===== src/rtl/dxtd_pkg.sv =====
// ----------------------------------------------------------------------------
// DXT block texel decoder package
// Shared types and constants for the block texel decoder: the input and
// result items, the per-block palette and the configuration register map.
// ----------------------------------------------------------------------------
package dxtd_pkg;

    // Largest image side in texels, and the widths that follow from it.
    localparam int MAX_DIMENSION = 4096;
    localparam int DIM_W         = 13;   // configured width / height
    localparam int COORD_W       = 12;   // texel coordinate
    localparam int BLK_W         = 10;   // block column / row
    localparam int BCNT_W        = 11;   // block count per row / column

    // Configuration register indexes.
    localparam logic [1:0] REG_ALPHA_MODE   = 2'd0;
    localparam logic [1:0] REG_IMAGE_WIDTH  = 2'd1;
    localparam logic [1:0] REG_IMAGE_HEIGHT = 2'd2;

    // Alpha modes.
    localparam logic [1:0] MODE_DXT1 = 2'd0;   // colour-key alpha
    localparam logic [1:0] MODE_DXT3 = 2'd1;   // explicit nibble alpha
    localparam logic [1:0] MODE_DXT5 = 2'd2;   // interpolated alpha

    typedef struct packed {
        logic [63:0] color_word;
        logic [63:0] alpha_word;
    } t_in_item;

    typedef struct packed {
        logic [COORD_W-1:0] texel_x;
        logic [COORD_W-1:0] texel_y;
        logic [7:0]         red;
        logic [7:0]         green;
        logic [7:0]         blue;
        logic [7:0]         alpha;
        logic               last_of_block;
        logic               last_of_image;
    } t_out_item;

    // Decoded palettes of one block.
    typedef struct packed {
        logic [3:0][7:0] red;
        logic [3:0][7:0] green;
        logic [3:0][7:0] blue;
        logic            key3;    // colour index three is transparent black
        logic [7:0][7:0] atab;    // interpolated alpha table
    } t_palette;

endpackage


===== src/rtl/dxtd_palette.sv =====
// ----------------------------------------------------------------------------
// DXT palette builder
// Expands the two RGB565 end points, interpolates the colour palette and
// builds the eight-entry interpolated alpha table of one block.
// ----------------------------------------------------------------------------
module dxtd_palette (
    input  logic [31:0]       i_colors,
    input  logic [15:0]       i_alphas,
    input  logic [1:0]        i_mode,
    output dxtd_pkg::t_palette o_palette
);
    import dxtd_pkg::*;

    // Truncating division by small constants as multiplication by a
    // reciprocal; each is exact over the range of sums that can occur here.
    function automatic logic [7:0] f_div3(input logic [9:0] v);
        logic [19:0] p;
        p = 20'(v) * 20'd683;
        return p[18:11];
    endfunction

    function automatic logic [7:0] f_div5(input logic [10:0] v);
        logic [21:0] p;
        p = 22'(v) * 22'd3277;
        return p[21:14];
    endfunction

    function automatic logic [7:0] f_div7(input logic [10:0] v);
        logic [22:0] p;
        p = 23'(v) * 23'd2341;
        return p[21:14];
    endfunction

    logic [15:0]     c0;
    logic [15:0]     c1;
    logic [2:0][7:0] e0;   // red, green, blue of end point zero
    logic [2:0][7:0] e1;
    logic [2:0][7:0] p2;
    logic [2:0][7:0] p3;
    logic            key;
    logic [7:0]      a0;
    logic [7:0]      a1;
    logic [10:0]     s7;
    logic [10:0]     s5;
    logic [8:0]      s2;
    logic [7:0][7:0] atab;

    assign c0  = i_colors[15:0];
    assign c1  = i_colors[31:16];
    assign key = (i_mode == MODE_DXT1) && (c0 <= c1);

    always_comb begin
        e0[2] = {c0[15:11], c0[15:13]};
        e0[1] = {c0[10:5],  c0[10:9]};
        e0[0] = {c0[4:0],   c0[4:2]};
        e1[2] = {c1[15:11], c1[15:13]};
        e1[1] = {c1[10:5],  c1[10:9]};
        e1[0] = {c1[4:0],   c1[4:2]};
        for (int k = 0; k < 3; k++) begin
            s2 = 9'(e0[k]) + 9'(e1[k]);
            if (key) begin
                p2[k] = s2[8:1];
                p3[k] = 8'd0;
            end else begin
                p2[k] = f_div3(10'({e0[k], 1'b0}) + 10'(e1[k]));
                p3[k] = f_div3(10'(e0[k]) + 10'({e1[k], 1'b0}));
            end
        end
    end

    assign a0 = i_alphas[7:0];
    assign a1 = i_alphas[15:8];

    always_comb begin
        s7 = '0;
        s5 = '0;
        atab[0] = a0;
        atab[1] = a1;
        for (int k = 2; k < 8; k++) begin
            atab[k] = 8'd0;
        end
        if (a0 > a1) begin
            for (int k = 1; k < 7; k++) begin
                s7 = 11'(a0) * 11'(7 - k) + 11'(a1) * 11'(k);
                atab[k + 1] = f_div7(s7);
            end
        end else begin
            for (int k = 1; k < 5; k++) begin
                s5 = 11'(a0) * 11'(5 - k) + 11'(a1) * 11'(k);
                atab[k + 1] = f_div5(s5);
            end
            atab[6] = 8'd0;
            atab[7] = 8'd255;
        end
    end

    always_comb begin
        o_palette.red   = {p3[2], p2[2], e1[2], e0[2]};
        o_palette.green = {p3[1], p2[1], e1[1], e0[1]};
        o_palette.blue  = {p3[0], p2[0], e1[0], e0[0]};
        o_palette.key3  = key;
        o_palette.atab  = atab;
    end

endmodule


===== src/rtl/dxt_block_texel_decoder.sv =====
// ----------------------------------------------------------------------------
// DXT block texel decoder
// Decodes DXT1, DXT3 and DXT5 compressed 4x4 blocks into RGBA8 texels with
// their image coordinates, walking the image block by block.
// ----------------------------------------------------------------------------
// Each input item is one compressed block; the block produces one result
// item per texel that lies inside the configured image, in raster order
// within the block, one texel per clock cycle while the output is not
// stalled. Blocks follow one another with no gap, and a block entirely
// outside the image produces nothing. The rate is set by the texel walker,
// which hands one texel a cycle to the output register when that register
// is free. The path is three registers deep: an input register, the texel
// walker (which holds the palettes built from the input register) and the
// output register. A new block is accepted while the previous one is still
// being walked. The block position starts at the top-left block after
// reset, advances by one block for every item accepted and wraps to the
// origin after the last block of the image. Configuration (alpha mode,
// image width and height) may only be written while the decoder is idle;
// a width or height of zero counts as one and anything above 4096 counts
// as 4096.
module dxt_block_texel_decoder (
    input  logic                 i_clk,
    input  logic                 i_rst_n,
    // configuration write port
    input  logic                 i_cfg_we,
    input  logic [1:0]           i_cfg_index,
    input  logic [12:0]          i_cfg_data,
    // compressed blocks in
    input  logic                 i_in_valid,
    output logic                 o_in_ready,
    input  dxtd_pkg::t_in_item   i_in,
    // texels out
    output logic                 o_out_valid,
    input  logic                 i_out_ready,
    output dxtd_pkg::t_out_item  o_out
);
    import dxtd_pkg::*;

    // ------------------------------------------------------------------
    // Configuration registers and the derived image geometry.
    // ------------------------------------------------------------------
    logic [1:0]        r_alpha_mode;
    logic [DIM_W-1:0]  r_image_width;
    logic [DIM_W-1:0]  r_image_height;

    logic [DIM_W-1:0]  width_c;
    logic [DIM_W-1:0]  height_c;
    logic [BCNT_W-1:0] blocks_x;
    logic [BCNT_W-1:0] blocks_y;

    always_ff @(posedge i_clk) begin
        if (!i_rst_n) begin
            r_alpha_mode   <= MODE_DXT1;
            r_image_width  <= DIM_W'(1);
            r_image_height <= DIM_W'(1);
        end else if (i_cfg_we) begin
            case (i_cfg_index)
                REG_ALPHA_MODE:   r_alpha_mode   <= i_cfg_data[1:0];
                REG_IMAGE_WIDTH:  r_image_width  <= i_cfg_data;
                REG_IMAGE_HEIGHT: r_image_height <= i_cfg_data;
                default:          ;
            endcase
        end
    end

    // Zero counts as one; anything above the largest side is saturated.
    always_comb begin
        width_c = r_image_width;
        if (r_image_width == '0) begin
            width_c = DIM_W'(1);
        end else if (r_image_width > DIM_W'(MAX_DIMENSION)) begin
            width_c = DIM_W'(MAX_DIMENSION);
        end
        height_c = r_image_height;
        if (r_image_height == '0) begin
            height_c = DIM_W'(1);
        end else if (r_image_height > DIM_W'(MAX_DIMENSION)) begin
            height_c = DIM_W'(MAX_DIMENSION);
        end
    end

    assign blocks_x = BCNT_W'((width_c + DIM_W'(3)) >> 2);
    assign blocks_y = BCNT_W'((height_c + DIM_W'(3)) >> 2);

    // ------------------------------------------------------------------
    // Handshake between the three stages.
    // ------------------------------------------------------------------
    logic r_in_valid;
    logic r_wk_valid;
    logic r_out_valid;
    logic in_take;     // item accepted at the port
    logic wk_step;     // walker hands a texel to the output register
    logic wk_last;     // the texel being handed over ends the block
    logic wk_free;     // walker can take a new block this cycle
    logic wk_load;     // block moves from the input register into the walker
    logic out_free;

    assign out_free    = !r_out_valid || i_out_ready;
    assign wk_step     = r_wk_valid && out_free;
    assign wk_free     = !r_wk_valid || (wk_step && wk_last);
    assign wk_load     = r_in_valid && wk_free;
    assign o_in_ready  = !r_in_valid || wk_load;
    assign in_take     = i_in_valid && o_in_ready;
    assign o_out_valid = r_out_valid;

    // ------------------------------------------------------------------
    // Block position counter; the position travels with the item.
    // ------------------------------------------------------------------
    logic [BLK_W-1:0] r_blk_col;
    logic [BLK_W-1:0] r_blk_row;
    logic [BLK_W-1:0] n_blk_col;
    logic [BLK_W-1:0] n_blk_row;
    logic             at_final;

    assign at_final = ({1'b0, r_blk_col} == blocks_x - BCNT_W'(1))
                   && ({1'b0, r_blk_row} == blocks_y - BCNT_W'(1));

    always_comb begin
        n_blk_col = r_blk_col;
        n_blk_row = r_blk_row;
        if ({1'b0, r_blk_col} + BCNT_W'(1) >= blocks_x) begin
            n_blk_col = '0;
            if ({1'b0, r_blk_row} + BCNT_W'(1) >= blocks_y) begin
                n_blk_row = '0;
            end else begin
                n_blk_row = r_blk_row + BLK_W'(1);
            end
        end else begin
            n_blk_col = r_blk_col + BLK_W'(1);
        end
    end

    // ------------------------------------------------------------------
    // Input register.
    // ------------------------------------------------------------------
    t_in_item         r_in;
    logic [BLK_W-1:0] r_in_col;
    logic [BLK_W-1:0] r_in_row;
    logic             r_in_final;

    always_ff @(posedge i_clk) begin
        if (!i_rst_n) begin
            r_in_valid <= 1'b0;
            r_blk_col  <= '0;
            r_blk_row  <= '0;
        end else begin
            if (in_take) begin
                r_in_valid <= 1'b1;
                r_blk_col  <= n_blk_col;
                r_blk_row  <= n_blk_row;
            end else if (wk_load) begin
                r_in_valid <= 1'b0;
            end
        end
    end

    always_ff @(posedge i_clk) begin
        if (in_take) begin
            r_in       <= i_in;
            r_in_col   <= r_blk_col;
            r_in_row   <= r_blk_row;
            r_in_final <= at_final;
        end
    end

    // ------------------------------------------------------------------
    // Palettes and the visible extent of the block in the input register.
    // ------------------------------------------------------------------
    t_palette         pal;
    logic [DIM_W-1:0] cols_left;
    logic [DIM_W-1:0] rows_left;
    logic [2:0]       vis_cols;
    logic [2:0]       vis_rows;

    dxtd_palette u_palette (
        .i_colors  (r_in.color_word[31:0]),
        .i_alphas  (r_in.alpha_word[15:0]),
        .i_mode    (r_alpha_mode),
        .o_palette (pal)
    );

    // A block partly or wholly outside the image keeps only the texels
    // inside it; a block entirely outside (after the size was reduced)
    // has no visible column or row and is dropped.
    always_comb begin
        cols_left = '0;
        rows_left = '0;
        if (width_c > DIM_W'({r_in_col, 2'b00})) begin
            cols_left = width_c - DIM_W'({r_in_col, 2'b00});
        end
        if (height_c > DIM_W'({r_in_row, 2'b00})) begin
            rows_left = height_c - DIM_W'({r_in_row, 2'b00});
        end
        vis_cols = (cols_left >= DIM_W'(4)) ? 3'd4 : cols_left[2:0];
        vis_rows = (rows_left >= DIM_W'(4)) ? 3'd4 : rows_left[2:0];
    end

    // ------------------------------------------------------------------
    // Texel walker: steps across the visible texels of the block.
    // ------------------------------------------------------------------
    t_palette         r_wk_pal;
    logic [31:0]      r_wk_cidx;
    logic [63:0]      r_wk_aword;
    logic [1:0]       r_wk_mode;
    logic [BLK_W-1:0] r_wk_col;
    logic [BLK_W-1:0] r_wk_row;
    logic             r_wk_final;
    logic [2:0]       r_wk_vc;
    logic [2:0]       r_wk_vr;
    logic [1:0]       r_wk_lx;
    logic [1:0]       r_wk_ly;
    logic             row_end;

    assign row_end = ({1'b0, r_wk_lx} == r_wk_vc - 3'd1);
    assign wk_last = row_end && ({1'b0, r_wk_ly} == r_wk_vr - 3'd1);

    always_ff @(posedge i_clk) begin
        if (!i_rst_n) begin
            r_wk_valid <= 1'b0;
            r_wk_lx    <= '0;
            r_wk_ly    <= '0;
        end else begin
            if (wk_load) begin
                r_wk_valid <= (vis_cols != 3'd0) && (vis_rows != 3'd0);
                r_wk_lx    <= '0;
                r_wk_ly    <= '0;
            end else if (wk_step) begin
                if (wk_last) begin
                    r_wk_valid <= 1'b0;
                end
                if (row_end) begin
                    r_wk_lx <= '0;
                    r_wk_ly <= r_wk_ly + 2'd1;
                end else begin
                    r_wk_lx <= r_wk_lx + 2'd1;
                end
            end
        end
    end

    always_ff @(posedge i_clk) begin
        if (wk_load) begin
            r_wk_pal   <= pal;
            r_wk_cidx  <= r_in.color_word[63:32];
            r_wk_aword <= r_in.alpha_word;
            r_wk_mode  <= r_alpha_mode;
            r_wk_col   <= r_in_col;
            r_wk_row   <= r_in_row;
            r_wk_final <= r_in_final;
            r_wk_vc    <= vis_cols;
            r_wk_vr    <= vis_rows;
        end
    end

    // ------------------------------------------------------------------
    // Texel selection for the walker's current position.
    // ------------------------------------------------------------------
    logic [3:0] tex;
    logic [1:0] ci;
    logic [3:0] nib;
    logic [5:0] abit;
    logic [2:0] ai;
    logic [7:0] alpha_v;
    t_out_item  texel;

    assign tex  = {r_wk_ly, r_wk_lx};
    assign ci   = r_wk_cidx[{tex, 1'b0} +: 2];
    assign nib  = r_wk_aword[{tex, 2'b00} +: 4];
    assign abit = 6'd16 + 6'(tex) * 6'd3;
    assign ai   = r_wk_aword[abit +: 3];

    always_comb begin
        case (r_wk_mode)
            MODE_DXT1: alpha_v = (r_wk_pal.key3 && ci == 2'd3) ? 8'd0 : 8'd255;
            MODE_DXT3: alpha_v = {nib, nib};
            MODE_DXT5: alpha_v = r_wk_pal.atab[ai];
            default:   alpha_v = 8'd255;
        endcase
        texel.texel_x       = {r_wk_col, r_wk_lx};
        texel.texel_y       = {r_wk_row, r_wk_ly};
        texel.red           = r_wk_pal.red[ci];
        texel.green         = r_wk_pal.green[ci];
        texel.blue          = r_wk_pal.blue[ci];
        texel.alpha         = alpha_v;
        texel.last_of_block = wk_last;
        texel.last_of_image = wk_last && r_wk_final;
    end

    // ------------------------------------------------------------------
    // Output register.
    // ------------------------------------------------------------------
    t_out_item r_out;

    always_ff @(posedge i_clk) begin
        if (!i_rst_n) begin
            r_out_valid <= 1'b0;
        end else begin
            r_out_valid <= wk_step || (r_out_valid && !i_out_ready);
        end
    end

    always_ff @(posedge i_clk) begin
        if (wk_step) begin
            r_out <= texel;
        end
    end

    assign o_out = r_out;

    // ------------------------------------------------------------------
    // Assertions.
    // ------------------------------------------------------------------
    a_wk_extent : assert property (@(posedge i_clk) disable iff (!i_rst_n)
        r_wk_valid |-> (r_wk_vc != 3'd0) && (r_wk_vr != 3'd0)
                       && ({1'b0, r_wk_lx} < r_wk_vc) && ({1'b0, r_wk_ly} < r_wk_vr))
        else $error("texel walker outside the visible part of its block");

    a_wk_start : assert property (@(posedge i_clk) disable iff (!i_rst_n)
        wk_load && (vis_cols != 3'd0) && (vis_rows != 3'd0)
            |=> r_wk_valid && (r_wk_lx == 2'd0) && (r_wk_ly == 2'd0))
        else $error("walker did not start a loaded block at its first texel");

    a_image_end : assert property (@(posedge i_clk) disable iff (!i_rst_n)
        r_out_valid && r_out.last_of_image |-> r_out.last_of_block)
        else $error("end of image flagged on a texel that does not end its block");

    a_in_stall : assert property (@(posedge i_clk) disable iff (!i_rst_n)
        !o_in_ready |-> r_in_valid && r_wk_valid)
        else $error("input stalled with a free stage behind it");

endmodule


===== config.mk =====
export PLATFORM = sky130hd
export DESIGN_NAME = dxt_block_texel_decoder
export DESIGN_NICKNAME = d
export VERILOG_FILES = /design/src/rtl/dxtd_pkg.sv /design/src/rtl/dxtd_palette.sv /design/src/rtl/dxt_block_texel_decoder.sv
export SDC_FILE = /design/constraint.sdc
export NUM_CORES = 2
export LEC_CHECK = 0
export BUFFER_PORTS_ARGS = -buffer_cell sky130_fd_sc_hd__buf_2
export CORE_MARGIN = 2
export CORE_UTILIZATION = 30
export CTS_BUF_LIST = sky130_fd_sc_hd__clkbuf_8
export CTS_CLUSTER_DIAMETER = 30
export DETAILED_ROUTE_END_ITERATION = 8
export GPL_TIMING_DRIVEN = 0
export PLACE_DENSITY = 0.5
export SLEW_MARGIN = 0
export SYNTH_ARGS = -nofsm -noshare
export SYNTH_HDL_FRONTEND = slang
export SYNTH_SLANG_ARGS = --single-unit

===== constraint.sdc =====
create_clock -name i_clk -period 9.1 [get_ports i_clk]
set_clock_uncertainty 0.1 [all_clocks]
set_input_delay 1.365 -clock i_clk [delete_from_list [all_inputs] [get_ports i_clk]]
set_output_delay 1.365 -clock i_clk [all_outputs]
set_load 0.02 [all_outputs]

==> results.md <==
- Hold Fails Final Rpt: 0
- Chip Height: 436 um
- CP max FO: 10
- Max Cap Viol: 0
- Largest cells by area after synthesis: ha_1, edfxtp_1, fa_1
- Vias in the first global route: between 40,000 and 50,000
- Hold path start: r_in[17]$_DFFE_PP_
- First-pass GRT wire length: 233,000 um
- Fin area: 63,500 um2
- Placed cells: ~7,700
- Slowest cell on the critical path: o311ai_0
- Reg2reg start: r_in[1]$_DFFE_PP_
- Detailed Place HPWL: about 120,000 um
- Placed instance area: 60,300 um2
- Max H-tree Level: 3
- Reg2reg setup slack: around 390 ps
- Clk buf depth: 3
- Drt first pass iters: 5
- Die Area: approximately 190,000 um2
- Final wirelength: around 150,000 um
- Root Buffer: clkbuf_8
- Synth warn: 0
- Worst slew margin: about 15%
- Synth top area share: roughly 27%
- Layout Nets: between 7,000 and 8,000
- CTS buffer count: 120
- Initial antenna violation count: 4
- Die X: roughly 440 um
- 1st-iter DRT viols: roughly 1,900
- Async SR Flop Fraction: 0%
- Worst setup EP type: flop
- Register bit total from synthesis: between 500 and 600
- Worst Hold Class: reg -> reg
- Post-synth cell types: 96
- Initial Util: 30.2%
- Mean Syn Cell Area: 11.1 um2
- Synth Net Count: around 6,800
- Hold EP: r_wk_aword[17]$_DFFE_PP_
- Gpl congestion: around 0.88
- Period utilization: 95.8%
- Fin Setup TNS: 0 ps
- Synth Instances: just over 5,000
- Most used cell, CP: ha_1
- RSZ-0062 raised after global routing: false
- Ys flop type: edfxtp_1
- Reg-to-reg endpoint: r_wk_pal[23]$_DFFE_PP_
- Sequential cell area fraction in the yosys report: 26.7%
- Worst EP required: 9530 ps
- Port-buffer cells: between 200 and 250
- Clk sinks: 516
- F_max: ~0.11 GHz
- Worst Hold Depth: 0
- Outcome: finished clean
- Share of layout cells above drive strength 1: approximately an eighth
- Area grow syn2layout: 13.6%
- Number of primary I/O pins: around 210
- CP max stage delay: about 740 ps
- Largest net degree at the start of global routing: a little over 90
- EDFF count, synth: 461
- Post-route ant nets: 0
- CP Class: reg -> reg
- Drc violations: 0
- Cell Count, Final, Fillers Out: about 8,000
- Netlist Area Pre-Place: 55,900 um2
- Tot GR Track Use: about 16%
- Final period demand of the worst path: roughly 8700 ps
- CTS tree: yes
- CTS clk-pin slew, worst paths: around 60 ps
- Setup Viol. Count Final: 0
- Hold buffers post-CTS: 0
- CP arrival: around 9100 ps
- Startpoint Class: flop
- Core area: ~190,000 um2
- Slew Viols, Final: 0
- Total number of vias: approximately 38,000
- Rows: roughly 160
- Final hold slack: 308 ps
- Vias per std cell: around 4.8
- Worst-Skew Late Latency: between 800 and 900 ps
- Grt ovf: 0
- Worst slew pin tran: 1270 ps
- Worst R2R Path Depth: 29
- Leading area contributor after synthesis: ha_1
- WL/cell: between 15 and 20 um
per-stage QoR:
stage                     utilization [%]  setup slack (ps)
final                                34.3               386
after global routing                 34.3              49.0
after detailed placement             32.5              -918
after global placement               32.4             -2950
after floorplan                         -               930
after CTS                            34.1              68.1
how the worst max path moves through the flow:
stage | to | slack (ps) | startpoint
after floorplan | r_wk_lx[1]$_SDFFE_PP0P_ | 930 | i_out_ready
after global placement | r_wk_pal[93]$_SDFFCE_PP0P_ | -2950 | r_wk_lx[1]$_SDFFE_PP0P_
after detailed placement | r_wk_pal[31]$_DFFE_PP_ | -920 | r_in[1]$_DFFE_PP_
after CTS | r_wk_pal[39]$_DFFE_PP_ | 70 | r_in[13]$_DFFE_PP_
after global routing | r_wk_pal[23]$_DFFE_PP_ | 50 | r_in[1]$_DFFE_PP_
final | r_wk_pal[23]$_DFFE_PP_ | 390 | r_in[1]$_DFFE_PP_
cell usage in the layout (no fill, tap or decap), types with 31 or more instances in the layout:
cell type and count:
a21o_1 77, a21oi_1 234, buf_2 228, buf_4 36, clkbuf_1 42, clkbuf_8 125
dfxtp_1 55, edfxtp_1 461, fa_1 374, ha_1 1198, inv_1 774, mux2i_1 39
mux4_2 91, nand2_1 200, nand3_1 67, nand4_1 31, nor2_1 213, nor2b_1 47
nor3_1 75, o21a_1 36, o21ai_0 134, o21bai_1 53, xnor2_1 255, xor2_1 110
cell families (layout without fill, tap and decap cells):
logic type | Yosys count | in the layout | synth area share [%]
fa+ha+maj | 1572 | 1572 | 40.2
simple gates | 823 | 823 | 7.34
buf+inv | 845 | 1322 | 5.95
mux | 161 | 161 | 5.07
compound gates | 763 | 763 | 8.89
xor+xnor | 368 | 368 | 5.78
other cells | 0 | 5 | 0
flops | 516 | 516 | 26.7
registers in the layout, summed over array words and instances (netlist names), 13 cells and up:
signal / count
r_wk_pal: 143
r_image_height: 13
r_image_width: 13
r_in: 128
r_wk_cidx: 32
r_wk_aword: 50
o_out: 58
cells in the mapped netlist (55+ instances only):
master    count
dfxtp_1      55
ha_1       1198
o21ai_0     135
nand2_1     200
edfxtp_1    461
xnor2_1     257
nor3_1       75
a21oi_1     236
inv_1       755
a21o_1       77
mux4_2       91
fa_1        374
nor2_1      213
xor2_1      110
nand3_1      67
repair_timing:
item	in CTS	in global routing
resized for setup	1	7
setup endpoints to repair	15	7
pin swaps	0	0
buffers inserted	10	23
cell type report:
class / instances / area, um2
tap: 2480 / 3100
fill: 18800 / 122000
inverter: 758 / 2850
timing repair buffer: 249 / 1590
multi-input combinational: 3687 / 37600
clock inverter: 103 / 1120
clock buffer: 125 / 1720
sequential: 516 / 14900
antenna: 5 / 12.5
buffer: 87 / 488
layer usage:
metal	global-route usage (%)	wire length (um)
met1	19.8	65400
met5	0	0
met3	1.73	4870
met4	5.79	5280
met2	28.1	75200
critical path, delay by kind of cell (launching register included):
family          cells  cell delay, ps
fa+ha+maj           8            2940
buf+inv             4             530
compound gates     10            2840
mux                 1             120
simple gates        3             530
flops               1             480
xor+xnor            3             860
Power is not shown: default switching activity piles up to over one toggle a cycle in this logic, so the estimate is an artifact.
